File: src/rtl/sfh_pkg.sv
// ----------------------------------------------------------------------------
// sfh_pkg
// Shared types and hash arithmetic for the byte stream hash core.
// ----------------------------------------------------------------------------
package sfh_pkg;

  localparam int unsigned ByteW   = 8;
  localparam int unsigned LenW    = 31;
  localparam int unsigned HashW   = 32;
  localparam int unsigned HeldW   = 24;
  localparam int unsigned CountW  = 2;
  localparam int unsigned InDataW = 40;

  // Group position codes
  localparam logic [CountW-1:0] POS_NONE  = 2'd0;
  localparam logic [CountW-1:0] POS_ONE   = 2'd1;
  localparam logic [CountW-1:0] POS_TWO   = 2'd2;
  localparam logic [CountW-1:0] POS_THREE = 2'd3;

  // Finish job handed from the accumulator to the finishing pipeline
  typedef struct packed {
    logic [HashW-1:0]  hash;
    logic [HeldW-1:0]  held;
    logic [CountW-1:0] count;
    logic              order;
    logic              empty;
  } sfh_job_t;

  // Build a 16-bit half from two stream bytes in the selected byte order
  function automatic logic [15:0] form_half(input logic order, input logic [7:0] first,
                                            input logic [7:0] second);
    return order ? {first, second} : {second, first};
  endfunction

  function automatic logic [31:0] sign_byte(input logic [7:0] b);
    return {{24{b[7]}}, b};
  endfunction

  // One mixing round over a full group of four bytes
  function automatic logic [31:0] mix_round(input logic [31:0] h, input logic [15:0] lo,
                                            input logic [15:0] hi);
    logic [31:0] x;
    logic [31:0] t;
    x = h + {16'd0, lo};
    t = ({16'd0, hi} << 11) ^ x;
    x = (x << 16) ^ t;
    x = x + (x >> 11);
    return x;
  endfunction

  // Tail rule for a leftover of one to three bytes
  function automatic logic [31:0] tail_mix(input logic [31:0] h, input logic [1:0] count,
                                           input logic [23:0] held, input logic order);
    logic [31:0] x;
    x = h;
    case (count)
      POS_THREE: begin
        x = x + {16'd0, form_half(order, held[7:0], held[15:8])};
        x = x ^ (x << 16);
        x = x ^ (sign_byte(held[23:16]) << 18);
        x = x + (x >> 11);
      end
      POS_TWO: begin
        x = x + {16'd0, form_half(order, held[7:0], held[15:8])};
        x = x ^ (x << 11);
        x = x + (x >> 17);
      end
      POS_ONE: begin
        x = x + sign_byte(held[7:0]);
        x = x ^ (x << 10);
        x = x + (x >> 1);
      end
      default: x = h;
    endcase
    return x;
  endfunction

  // First half of the avalanche
  function automatic logic [31:0] aval_a(input logic [31:0] h);
    logic [31:0] x;
    x = h ^ (h << 3);
    x = x + (x >> 5);
    x = x ^ (x << 4);
    return x;
  endfunction

  // Second half of the avalanche
  function automatic logic [31:0] aval_b(input logic [31:0] h);
    logic [31:0] x;
    x = h + (h >> 17);
    x = x ^ (x << 25);
    x = x + (x >> 6);
    return x;
  endfunction

endpackage

File: src/rtl/sfh_accum.sv
// ----------------------------------------------------------------------------
// sfh_accum
// Input register, running hash state and group rounds; issues finish jobs.
// ----------------------------------------------------------------------------
module sfh_accum (
  input  logic                      clk_i,
  input  logic                      rst_ni,
  input  logic                      order_i,
  input  logic                      in_valid_i,
  output logic                      in_ready_o,
  input  logic [sfh_pkg::ByteW-1:0] byte_i,
  input  logic [sfh_pkg::LenW-1:0]  length_i,
  input  logic                      last_i,
  output logic                      job_valid_o,
  input  logic                      job_ready_i,
  output sfh_pkg::sfh_job_t         job_o
);
  import sfh_pkg::*;

  logic              in_v_q;
  logic [ByteW-1:0]  in_byte_q;
  logic [LenW-1:0]   in_len_q;
  logic              in_last_q;

  logic              open_q;
  logic [HashW-1:0]  h_q;
  logic [HeldW-1:0]  pend_q;
  logic [CountW-1:0] pos_q;

  logic              job_v_q;
  sfh_job_t          job_q;
  sfh_job_t          job_d;

  logic              empty;
  logic              emits;
  logic              job_rdy;
  logic              take;
  logic [HashW-1:0]  h_w;
  logic [HeldW-1:0]  pend_w;
  logic [CountW-1:0] pos_w;
  logic [HashW-1:0]  h_d;
  logic [HeldW-1:0]  pend_d;
  logic [CountW-1:0] pos_d;

  // Consume the held item when its result, if any, has room downstream
  assign empty      = !open_q && (in_len_q == '0);
  assign emits      = empty || in_last_q;
  assign job_rdy    = !job_v_q || job_ready_i;
  assign take       = in_v_q && (!emits || job_rdy);
  assign in_ready_o = !in_v_q || take;

  // Seed on the first byte, then run a round or collect the byte
  always_comb begin
    h_w    = open_q ? h_q : {1'b0, in_len_q};
    pend_w = open_q ? pend_q : '0;
    pos_w  = open_q ? pos_q : POS_NONE;
    h_d    = h_w;
    pend_d = pend_w;
    pos_d  = pos_w + 2'd1;
    case (pos_w)
      POS_NONE:  pend_d = {pend_w[23:8], in_byte_q};
      POS_ONE:   pend_d = {pend_w[23:16], in_byte_q, pend_w[7:0]};
      POS_TWO:   pend_d = {in_byte_q, pend_w[15:0]};
      POS_THREE: begin
        h_d    = mix_round(h_w, form_half(order_i, pend_w[7:0], pend_w[15:8]),
                           form_half(order_i, pend_w[23:16], in_byte_q));
        pend_d = '0;
        pos_d  = POS_NONE;
      end
      default: pend_d = pend_w;
    endcase
    job_d.hash  = h_d;
    job_d.held  = pend_d;
    job_d.count = pos_d;
    job_d.order = order_i;
    job_d.empty = empty;
  end

  // Hold the incoming item
  always_ff @(posedge clk_i or negedge rst_ni) begin
    if (!rst_ni) begin
      in_v_q <= 1'b0;
    end else if (in_ready_o) begin
      in_v_q <= in_valid_i;
    end
  end

  always_ff @(posedge clk_i) begin
    if (in_ready_o && in_valid_i) begin
      in_byte_q <= byte_i;
      in_len_q  <= length_i;
      in_last_q <= last_i;
    end
  end

  // Advance the running state; clear it after the final byte
  always_ff @(posedge clk_i or negedge rst_ni) begin
    if (!rst_ni) begin
      open_q <= 1'b0;
      h_q    <= '0;
      pend_q <= '0;
      pos_q  <= POS_NONE;
    end else if (take && !empty) begin
      if (in_last_q) begin
        open_q <= 1'b0;
        h_q    <= '0;
        pend_q <= '0;
        pos_q  <= POS_NONE;
      end else begin
        open_q <= 1'b1;
        h_q    <= h_d;
        pend_q <= pend_d;
        pos_q  <= pos_d;
      end
    end
  end

  // Job register toward the finishing pipeline
  always_ff @(posedge clk_i or negedge rst_ni) begin
    if (!rst_ni) begin
      job_v_q <= 1'b0;
    end else if (job_rdy) begin
      job_v_q <= take && emits;
    end
  end

  always_ff @(posedge clk_i) begin
    if (job_rdy && take && emits) begin
      job_q <= job_d;
    end
  end

  assign job_valid_o = job_v_q;
  assign job_o       = job_q;

endmodule

File: src/rtl/sfh_finish.sv
// ----------------------------------------------------------------------------
// sfh_finish
// Three-stage finishing pipeline: tail rule, avalanche halves, result register.
// ----------------------------------------------------------------------------
module sfh_finish (
  input  logic                      clk_i,
  input  logic                      rst_ni,
  input  logic                      job_valid_i,
  output logic                      job_ready_o,
  input  sfh_pkg::sfh_job_t         job_i,
  output logic                      out_valid_o,
  input  logic                      out_ready_i,
  output logic [sfh_pkg::HashW-1:0] hash_o
);
  import sfh_pkg::*;

  logic             t_v_q;
  logic [HashW-1:0] t_h_q;
  logic             t_z_q;
  logic             a_v_q;
  logic [HashW-1:0] a_h_q;
  logic             a_z_q;
  logic             o_v_q;
  logic [HashW-1:0] o_h_q;

  logic             t_rdy;
  logic             a_rdy;
  logic             o_rdy;

  // Each stage moves when it is empty or its successor moves
  assign o_rdy       = !o_v_q || out_ready_i;
  assign a_rdy       = !a_v_q || o_rdy;
  assign t_rdy       = !t_v_q || a_rdy;
  assign job_ready_o = t_rdy;

  always_ff @(posedge clk_i or negedge rst_ni) begin
    if (!rst_ni) begin
      t_v_q <= 1'b0;
      a_v_q <= 1'b0;
      o_v_q <= 1'b0;
    end else begin
      if (t_rdy) t_v_q <= job_valid_i;
      if (a_rdy) a_v_q <= t_v_q;
      if (o_rdy) o_v_q <= a_v_q;
    end
  end

  // Tail rule, first avalanche half, then second half into the result
  always_ff @(posedge clk_i) begin
    if (t_rdy && job_valid_i) begin
      t_h_q <= tail_mix(job_i.hash, job_i.count, job_i.held, job_i.order);
      t_z_q <= job_i.empty;
    end
    if (a_rdy && t_v_q) begin
      a_h_q <= aval_a(t_h_q);
      a_z_q <= t_z_q;
    end
    if (o_rdy && a_v_q) begin
      o_h_q <= a_z_q ? '0 : aval_b(a_h_q);
    end
  end

  assign out_valid_o = o_v_q;
  assign hash_o      = o_h_q;

endmodule

File: src/rtl/superfast_byte_stream_hash_core.sv
// Result path: input register, job register, then tail, avalanche and result stages.
// One byte per cycle unless the job path stalls; the group round is combinational.
// Finishing runs in a 3-stage pipeline, so back-to-back short messages stream freely.
// Reset: rst_ni clears the running hash, byte order register and all valid flags.
// ----------------------------------------------------------------------------
// superfast_byte_stream_hash_core
// Streaming 32-bit byte hash: accumulator with group rounds, then tail and avalanche.
// ----------------------------------------------------------------------------
module superfast_byte_stream_hash_core (
  input  logic        clk_i,
  input  logic        rst_ni,
  input  logic        cfg_we_i,
  input  logic        cfg_wdata_i,
  input  logic        s_axis_tvalid,
  output logic        s_axis_tready,
  input  logic [39:0] s_axis_tdata,   // [7:0] data_byte, [38:8] message_length, [39] zero
  input  logic        s_axis_tlast,   // last_byte
  output logic        m_axis_tvalid,
  input  logic        m_axis_tready,
  output logic [31:0] m_axis_tdata    // [31:0] hash_value
);
  import sfh_pkg::*;

  logic     order_q;
  logic     job_valid;
  logic     job_ready;
  sfh_job_t job;

  // Byte order register
  always_ff @(posedge clk_i or negedge rst_ni) begin
    if (!rst_ni) begin
      order_q <= 1'b0;
    end else if (cfg_we_i) begin
      order_q <= cfg_wdata_i;
    end
  end

  sfh_accum u_accum (
    .clk_i       (clk_i),
    .rst_ni      (rst_ni),
    .order_i     (order_q),
    .in_valid_i  (s_axis_tvalid),
    .in_ready_o  (s_axis_tready),
    .byte_i      (s_axis_tdata[ByteW-1:0]),
    .length_i    (s_axis_tdata[ByteW+LenW-1:ByteW]),
    .last_i      (s_axis_tlast),
    .job_valid_o (job_valid),
    .job_ready_i (job_ready),
    .job_o       (job)
  );

  sfh_finish u_finish (
    .clk_i       (clk_i),
    .rst_ni      (rst_ni),
    .job_valid_i (job_valid),
    .job_ready_o (job_ready),
    .job_i       (job),
    .out_valid_o (m_axis_tvalid),
    .out_ready_i (m_axis_tready),
    .hash_o      (m_axis_tdata)
  );

endmodule

File: config.mk
export PLATFORM = sky130hd
export DESIGN_NAME = superfast_byte_stream_hash_core
export DESIGN_NICKNAME = d
export VERILOG_FILES = /design/src/rtl/sfh_pkg.sv /design/src/rtl/sfh_accum.sv /design/src/rtl/sfh_finish.sv /design/src/rtl/superfast_byte_stream_hash_core.sv
export SDC_FILE = /design/constraint.sdc
export NUM_CORES = 1
export LEC_CHECK = 0
export ABC_AREA = 0
export BUFFER_PORTS_ARGS = -buffer_cell sky130_fd_sc_hd__buf_2
export CAP_MARGIN = 20
export CORE_MARGIN = 2
export CORE_UTILIZATION = 30
export CTS_CLUSTER_DIAMETER = 40
export DETAILED_ROUTE_END_ITERATION = 10
export GPL_ROUTABILITY_DRIVEN = 0
export PLACE_DENSITY = 0.47
export SETUP_SLACK_MARGIN = 0.1
export SLEW_MARGIN = 20
export SYNTH_ARGS = -nofsm -noshare
export SYNTH_HDL_FRONTEND = slang
export SYNTH_SLANG_ARGS = --single-unit
File: constraint.sdc
create_clock -name clk_i -period 14.3 [get_ports clk_i]
set_input_delay 1.43 -clock clk_i [delete_from_list [all_inputs] [get_ports clk_i]]
set_output_delay 1.43 -clock clk_i [all_outputs]
set_load 0.005 [all_outputs]
==> flow_summary.toml <==
[timing]
setup_tns_ps = 0
rsz0062_at_grt = "no"
fin_skew_ps = 26.01
drv_slew = 0
max_freq_mhz = 127.0
final-hold-violation-count = 0
setup_viol = 0
final.period_utilization = 0.5506
maxSlewHeadroom = 0.2853
tightest_slew_ps = 1064
fin_crit_ps = 7873

[route]
wl_per_cell_um = 20.80
post-route-drc-count = 0
routed_wirelength_mm = 78.93
first_pass_iters = 5
ant_nets = 0
viasPerCell = 5.390
vias = 20449
drt_iter0_drc = 1613

[yosys]
synth.distinct_cells = 97
ys_seq_elements = 263
synth.area.top_cells = "edfxtp_1, ha_1, xnor2_1"
synth-edff-count = 198
synth_top_area_share = 0.2399
synth_fp_nets = 2892
syn-mean-instance-area_um2 = 9.481
synth_area_um2 = 24780
yosysWarnings = 0
synth.yosys.seq_area_share = 0.3055
ys_async_sr_fraction = 0.2471
synth_ff_type = "edfxtp_1"
yosysTopAreaCell = "edfxtp_1"
synth.most_common_cell = "xnor2_1"
synthCells = 2614
ys_top_cells_by_count = "xnor2_1, ha_1, nor2_1"

[critical_path]
cpPeakStageDelay_ps = 1000
crit_fanout = 49
worstPathArrival_ps = 8170
critPathKind = "reg2reg"
critical_path_required_ps = 14590
crit_path_end_kind = "register"
crit_buf_inv = 0
setup.worst_path.start = "order_q$_DFFE_PN0P_"
r2r_cells = 24
startpoint_type = "register"
crit_cells = 24
critical-path-top-delay-family = "compound AO/OA/AOI/OAI gates"
crit_chain = "mux2i_1 -> nor2b_1 -> ha_1 -> fa_1 -> a21o_1 -> a21oi_2 -> o21bai_2 -> a2111oi_2 -> o31a_1 -> o21bai_1 -> xor2_1 -> xnor2_1 -> ha_1 -> a21o_1 -> a21oi_1 -> nor2b_1 -> o21a_1 -> o41ai_1 -> o21ai_0 -> o21ai_0 -> o211a_1 -> a211oi_1 -> o21ai_0 -> a21boi_0"
timing.rr.start = "order_q$_DFFE_PN0P_"
cpMaxStageDelayCell = "dfrtp_2"
path_common_cell = "o21ai_0"

[cts]
cts_buffers = 43
post_cts_buffers = 0
htreeDepth = 2
numClockSinks = 263
cts_tree = "done"
path_clk_slew_ps = 60
cts_max_path_buffers = 3
cts_hold_buf = 0
clock_latency_ps = 570
ctsResizeCount = 0
root_buffer = "clkbuf_16"

[min_path]
hold_path_class = "reg2reg"
min_path_cells = 0
hold_start = "u_accum.job_o[0]$_DFFE_PP_"

[global_routing]
overflow = 0
grt_max_degree = 66
antenna_found_initial = 2
grt_pass1_vias = 19851
grt_pass1_wl_mm = 119.4
gr-usage-all-layers = 0.1806

[final_layout]
fillers = 8338
area_delta_synth_final_pct = 12.59
finalNetCount = 2966
drive_gt1_frac = 0.1017

[die]
design.die.area_um2 = 84930
die_y_um = 291.4
fp.dieW_um = 291.4
rows = 105
io_pins = 81
initial_core_util = 0.3023
core_um2 = 81980

[status]
status = "complete, no violations"

[placement]
portBuffers = 79
dp_hpwl_mm = 63.19

[job]
cap_violations = 0
-- final timing paths --
kind	endpoint	slack, ps
setup reg to reg	u_accum.job_o[49]$_DFFE_PP_	6430
hold reg to reg	u_finish.t_z_q$_DFFE_PP_	420
hold / removal	u_finish.t_z_q$_DFFE_PP_	420
setup / recovery	u_accum.job_o[49]$_DFFE_PP_	6430
max in group asynchronous	u_accum.open_q$_DFFE_PN0P_	12600
min in group asynchronous	u_accum.h_q[6]$_DFFE_PN0P_	990
-- kinds of logic (layout without fill, tap and decap cells) --
family	Yosys count	count (layout)	synth area share
xor gates and xnor gates	436	436	0.1630
muxes	98	98	0.04786
buffers and inverters	151	260	0.02317
adders and majority gates	233	233	0.1204
DFF	263	263	0.3055
other	0	1	0
AOI/OAI and AO/OA	741	741	0.2035
and+or+nand+nor	692	692	0.1366
-- worst reg2reg max path, delay by kind of cell (launching register included) --
| kind | cells | cell delay, ps |
|---|---|---|
| AO/OA/AOI/OAI | 16 | 4690 |
| flip-flops | 1 | 1000 |
| AND/OR/NAND/NOR | 2 | 140 |
| XOR/XNOR | 2 | 550 |
| multiplexers | 1 | 290 |
| adder cells (fa/ha/maj) | 3 | 950 |
-- layout by cell type, fill, tap and decap left out, types with 32 or more instances in the layout --
| master | count |
|---|---|
| a21o_1 | 96 |
| a21oi_1 | 197 |
| a22o_1 | 70 |
| buf_2 | 78 |
| clkbuf_16 | 46 |
| dfrtp_1 | 63 |
| edfxtp_1 | 198 |
| ha_1 | 222 |
| inv_1 | 85 |
| mux2_2 | 34 |
| mux2i_1 | 51 |
| nand2_1 | 157 |
| nand3_1 | 49 |
| nor2_1 | 208 |
| nor2b_1 | 66 |
| nor3_1 | 42 |
| o21a_1 | 32 |
| o21ai_0 | 119 |
| xnor2_1 | 245 |
| xor2_1 | 174 |
-- routing by layer --
| layer | GRT usage | vias to the layer above | part of all wire |
|---|---|---|---|
| met5 | 0 | - | 0 |
| met3 | 0.02413 | 149 | 0.052 |
| li1 | - | 9838 | - |
| met1 | 0.2437 | 9791 | 0.45 |
| met4 | 0.06952 | 0 | 0.042 |
| met2 | 0.2927 | 671 | 0.45 |
-- flip-flops by register name (all words and copies together) (netlist names) --
signal	count
u_accum.pend_q	24
u_accum.in_last_q	1
u_accum.in_len_q	31
u_accum.open_q	1
u_accum.job_o	60
order_q	1
u_finish.t_z_q	1
u_accum.pos_q	2
u_finish.a_v_q	1
u_finish.t_v_q	1
u_accum.h_q	32
u_accum.job_valid_o	1
u_finish.a_h_q	32
u_accum.in_v_q	1
u_finish.a_z_q	1
u_finish.out_valid_o	1
u_finish.hash_o	32
u_finish.t_h_q	32
u_accum.in_byte_q	8
-- cell type report --
type / count / area [um^2] / share of cell area
Multi-Input combinational cell: 2200 / 16680 / 0.5977
Sequential cell: 263 / 7575 / 0.2715
Antenna cell: 1 / 2.502 / 0.00008968
Clock buffer: 54 / 1201 / 0.04305
Timing Repair Buffer: 94 / 538.0 / 0.01928
Inverter: 86 / 322.8 / 0.01157
Clock inverter: 26 / 247.7 / 0.008878
Tap cell: 1070 / 1339 / 0.04798
-- per-stage QoR --
stage / worst slack, ps / hold slack (ps) / util / area [um^2] / std cells
global placement: 6678 / 406.7 / 0.3222 / 26410 / 3711
CTS: 6498 / 420.5 / 0.3398 / 27860 / 3791
finish: 6427 / 419.4 / 0.3404 / 27900 / 3794
global route: 5875 / 421.9 / 0.3404 / 27900 / 3793
detailed placement: 6510 / 407.5 / 0.3222 / 26410 / 3711
floorplan: 7486 / 400.3 / - / 24780 / 2614
Power is left out: the tool's default activity adds up to more than one toggle a clock period on the data nets, which glitch-free logic cannot reach.
